`src/design/ffrxa_pkg.sv`:
```
// Shared types and constants for the fixed-length frame receiver.
// Used by the frame tracker and the top level.
`timescale 1ns / 1ps

package ffrxa_pkg;

	localparam logic [7:0] HEADER_BYTE = 8'hAA;
	localparam logic [7:0] CMD_LOW     = 8'h01;
	localparam logic [7:0] CMD_HIGH    = 8'h1F;
	localparam int unsigned STORE_DEPTH = 6;
	localparam int unsigned POS_W       = 3;
	localparam logic [POS_W-1:0] POS_FIRST = 3'd1;
	localparam logic [POS_W-1:0] POS_CHECK = 3'd7;

	typedef enum logic [2:0] {
		REG_LINK_ENABLE    = 3'd0,
		REG_DELIVER_ENABLE = 3'd1,
		REG_CODE_A         = 3'd2,
		REG_CODE_B         = 3'd3,
		REG_CODE_C         = 3'd4,
		REG_CODE_D         = 3'd5,
		REG_ACK_BYTE       = 3'd6,
		REG_NACK_BYTE      = 3'd7
	} reg_idx_t;

	typedef struct packed {
		logic       link_enable;
		logic       deliver_enable;
		logic [7:0] code_a;
		logic [7:0] code_b;
		logic [7:0] code_c;
		logic [7:0] code_d;
		logic [7:0] ack_byte;
		logic [7:0] nack_byte;
	} cfg_t;

	typedef struct packed {
		logic [7:0] reply_byte;
		logic       checksum_ok;
		logic [7:0] frame_command;
		logic [7:0] payload_first;
		logic [7:0] payload_second;
		logic [7:0] payload_third;
		logic [7:0] payload_fourth;
		logic [7:0] payload_fifth;
		logic       execute;
	} result_t;

	typedef struct packed {
		logic in_frame;
		logic last;
	} frame_status_t;

endpackage

```
`src/design/ffrxa_rx_if.sv`:
```
// Valid/ready channel that carries one received byte per item.
// Stand-alone; no package dependency.
`timescale 1ns / 1ps

interface ffrxa_rx_if;
	logic       valid;
	logic       ready;
	logic [7:0] rx_byte;

	modport source (output valid, output rx_byte, input ready);
	modport sink   (input valid, input rx_byte, output ready);
endinterface

```
`src/design/ffrxa_res_if.sv`:
```
// Valid/ready channel that carries one frame result per item.
// Stand-alone; no package dependency.
`timescale 1ns / 1ps

interface ffrxa_res_if;
	logic       valid;
	logic       ready;
	logic [7:0] reply_byte;
	logic       checksum_ok;
	logic [7:0] frame_command;
	logic [7:0] payload_first;
	logic [7:0] payload_second;
	logic [7:0] payload_third;
	logic [7:0] payload_fourth;
	logic [7:0] payload_fifth;
	logic       execute;

	modport source (
		output valid, output reply_byte, output checksum_ok, output frame_command,
		output payload_first, output payload_second, output payload_third,
		output payload_fourth, output payload_fifth, output execute, input ready
	);
	modport sink (
		input valid, input reply_byte, input checksum_ok, input frame_command,
		input payload_first, input payload_second, input payload_third,
		input payload_fourth, input payload_fifth, input execute, output ready
	);
endinterface

```
`src/design/fixed_frame_receiver_xor_ack_core.sv`:
```
// Fixed-length frame receiver with XOR checksum and ACK/NACK reply, top level.
// Holds the registers, the input stage and the result register; uses ffrxa_pkg,
// ffrxa_rx_if, ffrxa_res_if and ffrxa_frame.
// The block takes one received byte per clock cycle unless input is stalled.
// Each accepted byte is held in one input stage and is then applied to the frame
// tracker, whose position counter and running XOR advance by one byte per step.
// The eighth byte of a frame writes the result register as it leaves the input
// stage. Input is stalled only while a checksum byte waits in the input stage and
// the previous result has not yet been taken.
`timescale 1ns / 1ps

module fixed_frame_receiver_xor_ack_core (
	input  logic                 clk,
	input  logic                 arst_n,
	input  logic                 cfg_we,
	input  ffrxa_pkg::reg_idx_t  cfg_index,
	input  logic [7:0]           cfg_wdata,
	ffrxa_rx_if.sink             rx,
	ffrxa_res_if.source          reply
);
	import ffrxa_pkg::*;

	cfg_t          cfg_q;
	logic          valid_s1;
	logic [7:0]    data_s1;
	logic          out_valid_q;
	result_t       res_q;
	result_t       frame_res;
	frame_status_t frame_st;
	logic          out_free;
	logic          adv_s1;
	logic          step;
	logic          res_load;

	always_ff @(posedge clk or negedge arst_n) begin
		if (!arst_n) begin
			cfg_q.link_enable    <= 1'b0;
			cfg_q.deliver_enable <= 1'b0;
			cfg_q.code_a         <= 8'd1;
			cfg_q.code_b         <= 8'd2;
			cfg_q.code_c         <= 8'd3;
			cfg_q.code_d         <= 8'd4;
			cfg_q.ack_byte       <= 8'd6;
			cfg_q.nack_byte      <= 8'd21;
		end else if (cfg_we) begin
			unique case (cfg_index)
				REG_LINK_ENABLE:    cfg_q.link_enable    <= cfg_wdata[0];
				REG_DELIVER_ENABLE: cfg_q.deliver_enable <= cfg_wdata[0];
				REG_CODE_A:         cfg_q.code_a         <= cfg_wdata;
				REG_CODE_B:         cfg_q.code_b         <= cfg_wdata;
				REG_CODE_C:         cfg_q.code_c         <= cfg_wdata;
				REG_CODE_D:         cfg_q.code_d         <= cfg_wdata;
				REG_ACK_BYTE:       cfg_q.ack_byte       <= cfg_wdata;
				REG_NACK_BYTE:      cfg_q.nack_byte      <= cfg_wdata;
				default: begin
				end
			endcase
		end
	end

	assign out_free = !out_valid_q || reply.ready;
	assign adv_s1   = !frame_st.last || out_free;
	assign step     = valid_s1 && adv_s1;
	assign res_load = step && frame_st.last;
	assign rx.ready = !valid_s1 || adv_s1;

	// A byte that arrives while the link is disabled is taken and dropped.
	always_ff @(posedge clk or negedge arst_n) begin
		if (!arst_n) begin
			valid_s1 <= 1'b0;
		end else if (rx.valid && rx.ready) begin
			valid_s1 <= cfg_q.link_enable;
		end else if (adv_s1) begin
			valid_s1 <= 1'b0;
		end
	end

	always_ff @(posedge clk) begin
		if (rx.valid && rx.ready) begin
			data_s1 <= rx.rx_byte;
		end
	end

	ffrxa_frame u_frame (
		.clk     (clk),
		.arst_n  (arst_n),
		.step    (step),
		.rx_data (data_s1),
		.cfg     (cfg_q),
		.result  (frame_res),
		.status  (frame_st)
	);

	always_ff @(posedge clk or negedge arst_n) begin
		if (!arst_n) begin
			out_valid_q <= 1'b0;
		end else if (res_load) begin
			out_valid_q <= 1'b1;
		end else if (reply.ready) begin
			out_valid_q <= 1'b0;
		end
	end

	always_ff @(posedge clk) begin
		if (res_load) begin
			res_q <= frame_res;
		end
	end

	assign reply.valid          = out_valid_q;
	assign reply.reply_byte     = res_q.reply_byte;
	assign reply.checksum_ok    = res_q.checksum_ok;
	assign reply.frame_command  = res_q.frame_command;
	assign reply.payload_first  = res_q.payload_first;
	assign reply.payload_second = res_q.payload_second;
	assign reply.payload_third  = res_q.payload_third;
	assign reply.payload_fourth = res_q.payload_fourth;
	assign reply.payload_fifth  = res_q.payload_fifth;
	assign reply.execute        = res_q.execute;

	a_hunt_after_result: assert property (@(posedge clk) disable iff (!arst_n)
		res_load |=> !frame_st.in_frame)
		else $error("frame tracker still in a frame after producing a result");

	a_stall_only_on_check: assert property (@(posedge clk) disable iff (!arst_n)
		!rx.ready |-> (valid_s1 && frame_st.last && out_valid_q))
		else $error("input stalled without a pending checksum byte and full output");

	a_execute_needs_ok: assert property (@(posedge clk) disable iff (!arst_n)
		(reply.valid && reply.execute) |-> reply.checksum_ok)
		else $error("execute asserted on a result with a checksum error");

	a_result_from_check: assert property (@(posedge clk) disable iff (!arst_n)
		$rose(out_valid_q) |-> $past(valid_s1 && frame_st.last))
		else $error("result presented without a checksum byte in the input stage");

endmodule

```
`src/design/ffrxa_frame.sv`:
```
// Frame tracker: header hunt, position counter, running XOR, byte store,
// and the ACK/NACK decision on the checksum byte. Depends on ffrxa_pkg.
`timescale 1ns / 1ps

module ffrxa_frame (
	input  logic                      clk,
	input  logic                      arst_n,
	input  logic                      step,
	input  logic [7:0]                rx_data,
	input  ffrxa_pkg::cfg_t           cfg,
	output ffrxa_pkg::result_t        result,
	output ffrxa_pkg::frame_status_t  status
);
	import ffrxa_pkg::*;

	logic             in_frame_q;
	logic [POS_W-1:0] pos_q;
	logic [7:0]       xor_q;
	logic [7:0]       store_q [STORE_DEPTH];

	logic [POS_W-1:0] pos_eff;
	logic [POS_W-1:0] store_idx;
	logic             is_check;
	logic             ok;
	logic             cmd_in_range;
	logic             cmd_match;
	logic             ack;

	assign pos_eff   = (pos_q == '0) ? POS_FIRST : pos_q;
	assign store_idx = pos_eff - POS_FIRST;
	assign is_check  = in_frame_q && (pos_eff == POS_CHECK);

	assign ok           = (rx_data == xor_q);
	assign cmd_in_range = (store_q[0] >= CMD_LOW) && (store_q[0] <= CMD_HIGH);
	assign cmd_match    = (store_q[0] == cfg.code_a) || (store_q[0] == cfg.code_b) ||
	                      (store_q[0] == cfg.code_c) || (store_q[0] == cfg.code_d);
	assign ack          = ok && cmd_in_range && cmd_match;

	always_comb begin
		result.reply_byte     = ack ? cfg.ack_byte : cfg.nack_byte;
		result.checksum_ok    = ok;
		result.frame_command  = store_q[0];
		result.payload_first  = store_q[1];
		result.payload_second = store_q[2];
		result.payload_third  = store_q[3];
		result.payload_fourth = store_q[4];
		result.payload_fifth  = store_q[5];
		result.execute        = ack && cfg.deliver_enable;
	end

	assign status.in_frame = in_frame_q;
	assign status.last     = is_check;

	always_ff @(posedge clk or negedge arst_n) begin
		if (!arst_n) begin
			in_frame_q <= 1'b0;
			pos_q      <= '0;
			xor_q      <= '0;
		end else if (step) begin
			if (!in_frame_q) begin
				if (rx_data == HEADER_BYTE) begin
					in_frame_q <= 1'b1;
					pos_q      <= POS_FIRST;
					xor_q      <= HEADER_BYTE;
				end
			end else if (is_check) begin
				in_frame_q <= 1'b0;
				pos_q      <= '0;
				xor_q      <= '0;
			end else begin
				pos_q <= pos_eff + POS_FIRST;
				xor_q <= xor_q ^ rx_data;
			end
		end
	end

	always_ff @(posedge clk) begin
		if (step && in_frame_q && !is_check) begin
			store_q[store_idx] <= rx_data;
		end
	end

endmodule
```
`src/flat_wrapper.sv`:
```
// flat-port wrapper written by rule: the top's interface ports become plain ports
module fixed_frame_receiver_xor_ack_core_flat import ffrxa_pkg::*;
  (clk, arst_n, cfg_we, cfg_index, cfg_wdata, rx_valid, rx_rx_byte, rx_ready, reply_valid, reply_reply_byte, reply_checksum_ok, reply_frame_command, reply_payload_first, reply_payload_second, reply_payload_third, reply_payload_fourth, reply_payload_fifth, reply_execute, reply_ready);
  ffrxa_rx_if rx_i ();
  ffrxa_res_if reply_i ();
  input  logic clk;
  input  logic arst_n;
  input  logic cfg_we;
  input  ffrxa_pkg::reg_idx_t cfg_index;
  input  logic [7:0] cfg_wdata;
  input wire logic [$bits(rx_i.valid)-1:0] rx_valid;
  input wire logic [$bits(rx_i.rx_byte)-1:0] rx_rx_byte;
  output wire logic [$bits(rx_i.ready)-1:0] rx_ready;
  output wire logic [$bits(reply_i.valid)-1:0] reply_valid;
  output wire logic [$bits(reply_i.reply_byte)-1:0] reply_reply_byte;
  output wire logic [$bits(reply_i.checksum_ok)-1:0] reply_checksum_ok;
  output wire logic [$bits(reply_i.frame_command)-1:0] reply_frame_command;
  output wire logic [$bits(reply_i.payload_first)-1:0] reply_payload_first;
  output wire logic [$bits(reply_i.payload_second)-1:0] reply_payload_second;
  output wire logic [$bits(reply_i.payload_third)-1:0] reply_payload_third;
  output wire logic [$bits(reply_i.payload_fourth)-1:0] reply_payload_fourth;
  output wire logic [$bits(reply_i.payload_fifth)-1:0] reply_payload_fifth;
  output wire logic [$bits(reply_i.execute)-1:0] reply_execute;
  input wire logic [$bits(reply_i.ready)-1:0] reply_ready;
  assign rx_i.valid = rx_valid;
  assign rx_i.rx_byte = rx_rx_byte;
  assign rx_ready = rx_i.ready;
  assign reply_valid = reply_i.valid;
  assign reply_reply_byte = reply_i.reply_byte;
  assign reply_checksum_ok = reply_i.checksum_ok;
  assign reply_frame_command = reply_i.frame_command;
  assign reply_payload_first = reply_i.payload_first;
  assign reply_payload_second = reply_i.payload_second;
  assign reply_payload_third = reply_i.payload_third;
  assign reply_payload_fourth = reply_i.payload_fourth;
  assign reply_payload_fifth = reply_i.payload_fifth;
  assign reply_execute = reply_i.execute;
  assign reply_i.ready = reply_ready;
  fixed_frame_receiver_xor_ack_core u_core (.clk(clk), .arst_n(arst_n), .cfg_we(cfg_we), .cfg_index(cfg_index), .cfg_wdata(cfg_wdata), .rx(rx_i), .reply(reply_i));
endmodule
```
`config.mk`:
```
export PLATFORM = sky130hd
export DESIGN_NAME = fixed_frame_receiver_xor_ack_core_flat
export DESIGN_NICKNAME = d
export VERILOG_FILES = /design/src/design/ffrxa_pkg.sv /design/src/design/ffrxa_rx_if.sv /design/src/design/ffrxa_res_if.sv /design/src/design/fixed_frame_receiver_xor_ack_core.sv /design/src/design/ffrxa_frame.sv /design/src/flat_wrapper.sv
export SDC_FILE = /design/constraint.sdc
export NUM_CORES = 1
export LEC_CHECK = 0
export ABC_AREA = 1
export BUFFER_PORTS_ARGS = -buffer_cell sky130_fd_sc_hd__buf_2
export CAP_MARGIN = 10
export CORE_UTILIZATION = 45
export CTS_BUF_LIST = sky130_fd_sc_hd__clkbuf_4 sky130_fd_sc_hd__clkbuf_8 sky130_fd_sc_hd__clkbuf_16
export CTS_CLUSTER_DIAMETER = 50
export DETAILED_ROUTE_END_ITERATION = 8
export GPL_TIMING_DRIVEN = 0
export PLACE_DENSITY = 0.68
export SYNTH_ARGS = -nofsm -noshare
export SYNTH_HDL_FRONTEND = slang
export SYNTH_SLANG_ARGS = --single-unit
export TNS_END_PERCENT = 1
```
`constraint.sdc`:
```
create_clock -name clk -period 2.8 [get_ports clk]
set_input_delay 0.7 -clock clk [delete_from_list [all_inputs] [get_ports clk]]
set_output_delay 0.7 -clock clk [all_outputs]
set_load 0.02 [all_outputs]
```
==> summary.txt <==
gr ovfl total: 0
via count: 4,395
DP Area: 7540 sq um
final core utilization: 0.554
post-synthesis sequential area ratio: 0.735
pwr dens: 833 nW/um^2
critical path peak fanout: 8
critical path class: reg -> reg
Core Box Area: 14,700 sq um
placed wire-length estimate: 9490 microns
Worst R2R Path Depth: 8
Worst Setup Start Kind: register
overall track demand over capacity in global routing: 0.188
Synth Instances: 594
DIE HEIGHT: 125 microns
RSZ-0062 raised after global routing: false
clk buf depth: 2
synth warn: 0
minimum clock period: 2.45 ns
Critical Path End: u_core.u_frame.store_q[4][7]$_DFFE_PP_
reg2reg start: u_core.u_frame.pos_q[2]$_DFFE_PN0P_
htree depth: 4
clk_skew: 0.00887 ns
# diodes: 0
register bit total from synthesis: 178
drt pass-1 iters: 9
Leakage: 3.57 nW
Hold Buf Count CTS: 0
CTS Sinks: 178
Setup violations, final: 0
Fin. Hold Viols: 0
R2R Setup Slk: 0.35 ns
Post-Syn Area: 6860 sq um
post-route ant nets: 0
Fillers: 1,209
Setup crit start: u_core.u_frame.pos_q[2]$_DFFE_PN0P_
slowest CP cell: nor2_1
vias per cell: 4.91
initial antenna violation count: 0
Critical Path AT: 2.51 ns
area grow syn2layout: 18.7%
CTS tree: done
# rows: 44
DRC: 4
Tot Pwr: 6.78 mW
crit share post-route: 0.874
Most common cell on crit path: nor2_1
Reg-to-Reg End: u_core.u_frame.store_q[4][7]$_DFFE_PP_
WP buf/inv: 1
largest net degree at the start of global routing: 45
failing checks: design-rule violations
peak supply drop: 0.411 mV
fin. max-slew vios: 0
clk slew on worst S/H paths: 0.07 ns
max cap viols: 0
Hold Slack: 0.262 ns
Synth cell types: 28
Top delay family on crit path: simple AND/OR/NAND/NOR gates
TritonCTS buffer count: 17
nets: 724
initial core utilization: 0.466
number of setup buffers added after CTS: 0
vias in the first global route: 4,400
# IOs: 84
Clock Latency Late Sink: 0.43 ns
Net Count, Synth: 620
Critical Path, Cell by Cell: clkbuf_1 > ha_1 > nand2_2 > o21a_1 > nand2_1 > nor2_1 > o21ai_0 > nor2_1
WP depth: 8
WP data required: 2.86 ns
Die Width: 125 microns
status: complete, but fails checks
wire per inst: 15.3 microns
CTS resizes: 0
max incr delay on CP: 0.59 ns
die footprint: 15,700 sq um
fmax: 409 MHz
first-pass GRT wire length: 22,100 microns
Slew headroom: 0.508
CP endpoint kind: register
Initial DRC Count: 371
syn avg cell area: 11.5 sq um
worst min-delay path class: in -> async
share of layout cells above drive strength 1: 0.210
Least-Margin Pin Slew: 0.735 ns
cell area after layout: 8140 sq um
number of port buffers: 83
placer congestion estimate: 0.809
Routed WL: 13,700 microns
clock tree root buffer cell: clkbuf_16
worst min path at each step:
stage | slack (ns) | end | start
after floorplan | 0.40 | u_core.cfg_q[11]$_DFFE_PN0P_ | arst_n
after global placement | 0.40 | reply_payload_second[3]$_DFFE_PP_ | u_core.u_frame.store_q[2][3]$_DFFE_PP_
after detailed placement | 0.40 | reply_payload_second[4]$_DFFE_PP_ | u_core.u_frame.store_q[2][4]$_DFFE_PP_
after CTS | 0.26 | u_core.cfg_q[7]$_DFFE_PN0P_ | arst_n
after global routing | 0.29 | u_core.cfg_q[7]$_DFFE_PN0P_ | arst_n
final | 0.26 | u_core.cfg_q[7]$_DFFE_PN0P_ | arst_n
power breakdown:
group / switching, mW / leakage [nW] / internal, mW
Sequential: 0.262 / 1.80 / 3.19
Combinational: 0.615 / 1.47 / 0.356
Clock: 1.03 / 0.294 / 1.33
per-stage QoR:
step                      setup slack (ns)  std cells  TNS (ns)
after floorplan                      0.228        594         0
after global placement              -0.332        861    -18.82
after detailed placement             0.369        863         0
after CTS                            0.363        895         0
after global routing                 0.150        895         0
final                                0.354        895         0
cells in the final DEF, fill, tap and decap left out, drive strengths merged:
| master | n |
|---|---|
| a21oi | 11 |
| a31oi | 2 |
| buf | 88 |
| bufinv | 1 |
| clkbuf | 26 |
| clkinv | 2 |
| clkinvlp | 1 |
| dfrtp | 54 |
| dfstp | 10 |
| edfxtp | 114 |
| ha | 2 |
| inv | 68 |
| nand2 | 197 |
| nand2b | 1 |
| nand3 | 20 |
| nand4 | 3 |
| nor2 | 50 |
| nor3 | 5 |
| o21a | 1 |
| o21ai | 42 |
| or2 | 1 |
| xnor2 | 5 |
| xor2 | 7 |
kinds of logic (layout without fill, tap and decap cells):
kind of cell,count (synthesis),after routing,share of synthesized area
DFF,178,178,0.735
and+or+nand+nor,277,277,0.165
AOI/OAI and AO/OA,56,56,0.0416
xor gates and xnor gates,12,12,0.0153
adders and majority gates,2,2,0.00365
buffers and inverters,69,186,0.0396
layer usage:
layer / up-vias / global-route usage / wire length [microns]
met5: - / 0 / 0
met4: 0 / 0.0746 / 225
met3: 16 / 0.0539 / 668
met2: 102 / 0.313 / 6940
met1: 2122 / 0.233 / 5830
li1: 2155 / - / -
sequential cells by signal (all words and copies together), names as in the netlist:
signal,count
u_core.reply.valid,1
reply_payload_second,8
u_core.reply.checksum_ok,1
u_core.u_frame.pos_q,3
u_core.reply.reply_byte,8
u_core.u_frame.in_frame_q,1
u_core.cfg_q,50
u_core.u_frame.xor_q,8
reply_payload_fourth,8
u_core.data_s1,8
reply_payload_first,8
u_core.valid_s1,1
reply_payload_third,8
u_core.reply.execute,1
reply_frame_command,8
u_core.u_frame.store_q,48
reply_payload_fifth,8
cells in the mapped netlist:
library cell / number / area [sq um]
a31oi_1: 2 / 12.5
nand2b_1: 1 / 6.26
o21a_1: 1 / 7.51
clkbuf_1: 6 / 22.5
a21oi_1: 11 / 55.1
edfxtp_1: 114 / 3420
nor3_4: 1 / 16.3
ha_1: 2 / 25.0
buf_4: 1 / 7.51
dfrtp_1: 54 / 1350
o21ai_0: 42 / 210
inv_1: 53 / 199
xor2_1: 7 / 61.3
nor2_1: 45 / 169
or2_2: 1 / 6.26
dfstp_2: 10 / 263
nand2_4: 2 / 22.5
buf_6: 1 / 11.3
nand2_1: 193 / 724
nor3_1: 4 / 20.0
inv_2: 7 / 26.3
buf_2: 1 / 5.00
nor2_4: 1 / 11.3
nand4_1: 3 / 18.8
nor2_2: 4 / 25.0
xnor2_1: 5 / 43.8
nand2_2: 2 / 12.5
nand3_1: 20 / 100
cell type report:
| cell class | instances | area [sq um] | area share |
|---|---|---|---|
| inverter | 60 | 225 | 0.0277 |
| tap | 184 | 230 | 0.0283 |
| clock inverter | 12 | 133 | 0.0163 |
| clock buffer | 20 | 467 | 0.0573 |
| timing repair buffer | 85 | 455 | 0.0559 |
| multi-input combinational | 347 | 1550 | 0.190 |
| buffer | 9 | 46.3 | 0.00569 |
| sequential | 178 | 5040 | 0.619 |
Note: power is estimated with default switching activity, not from simulation.
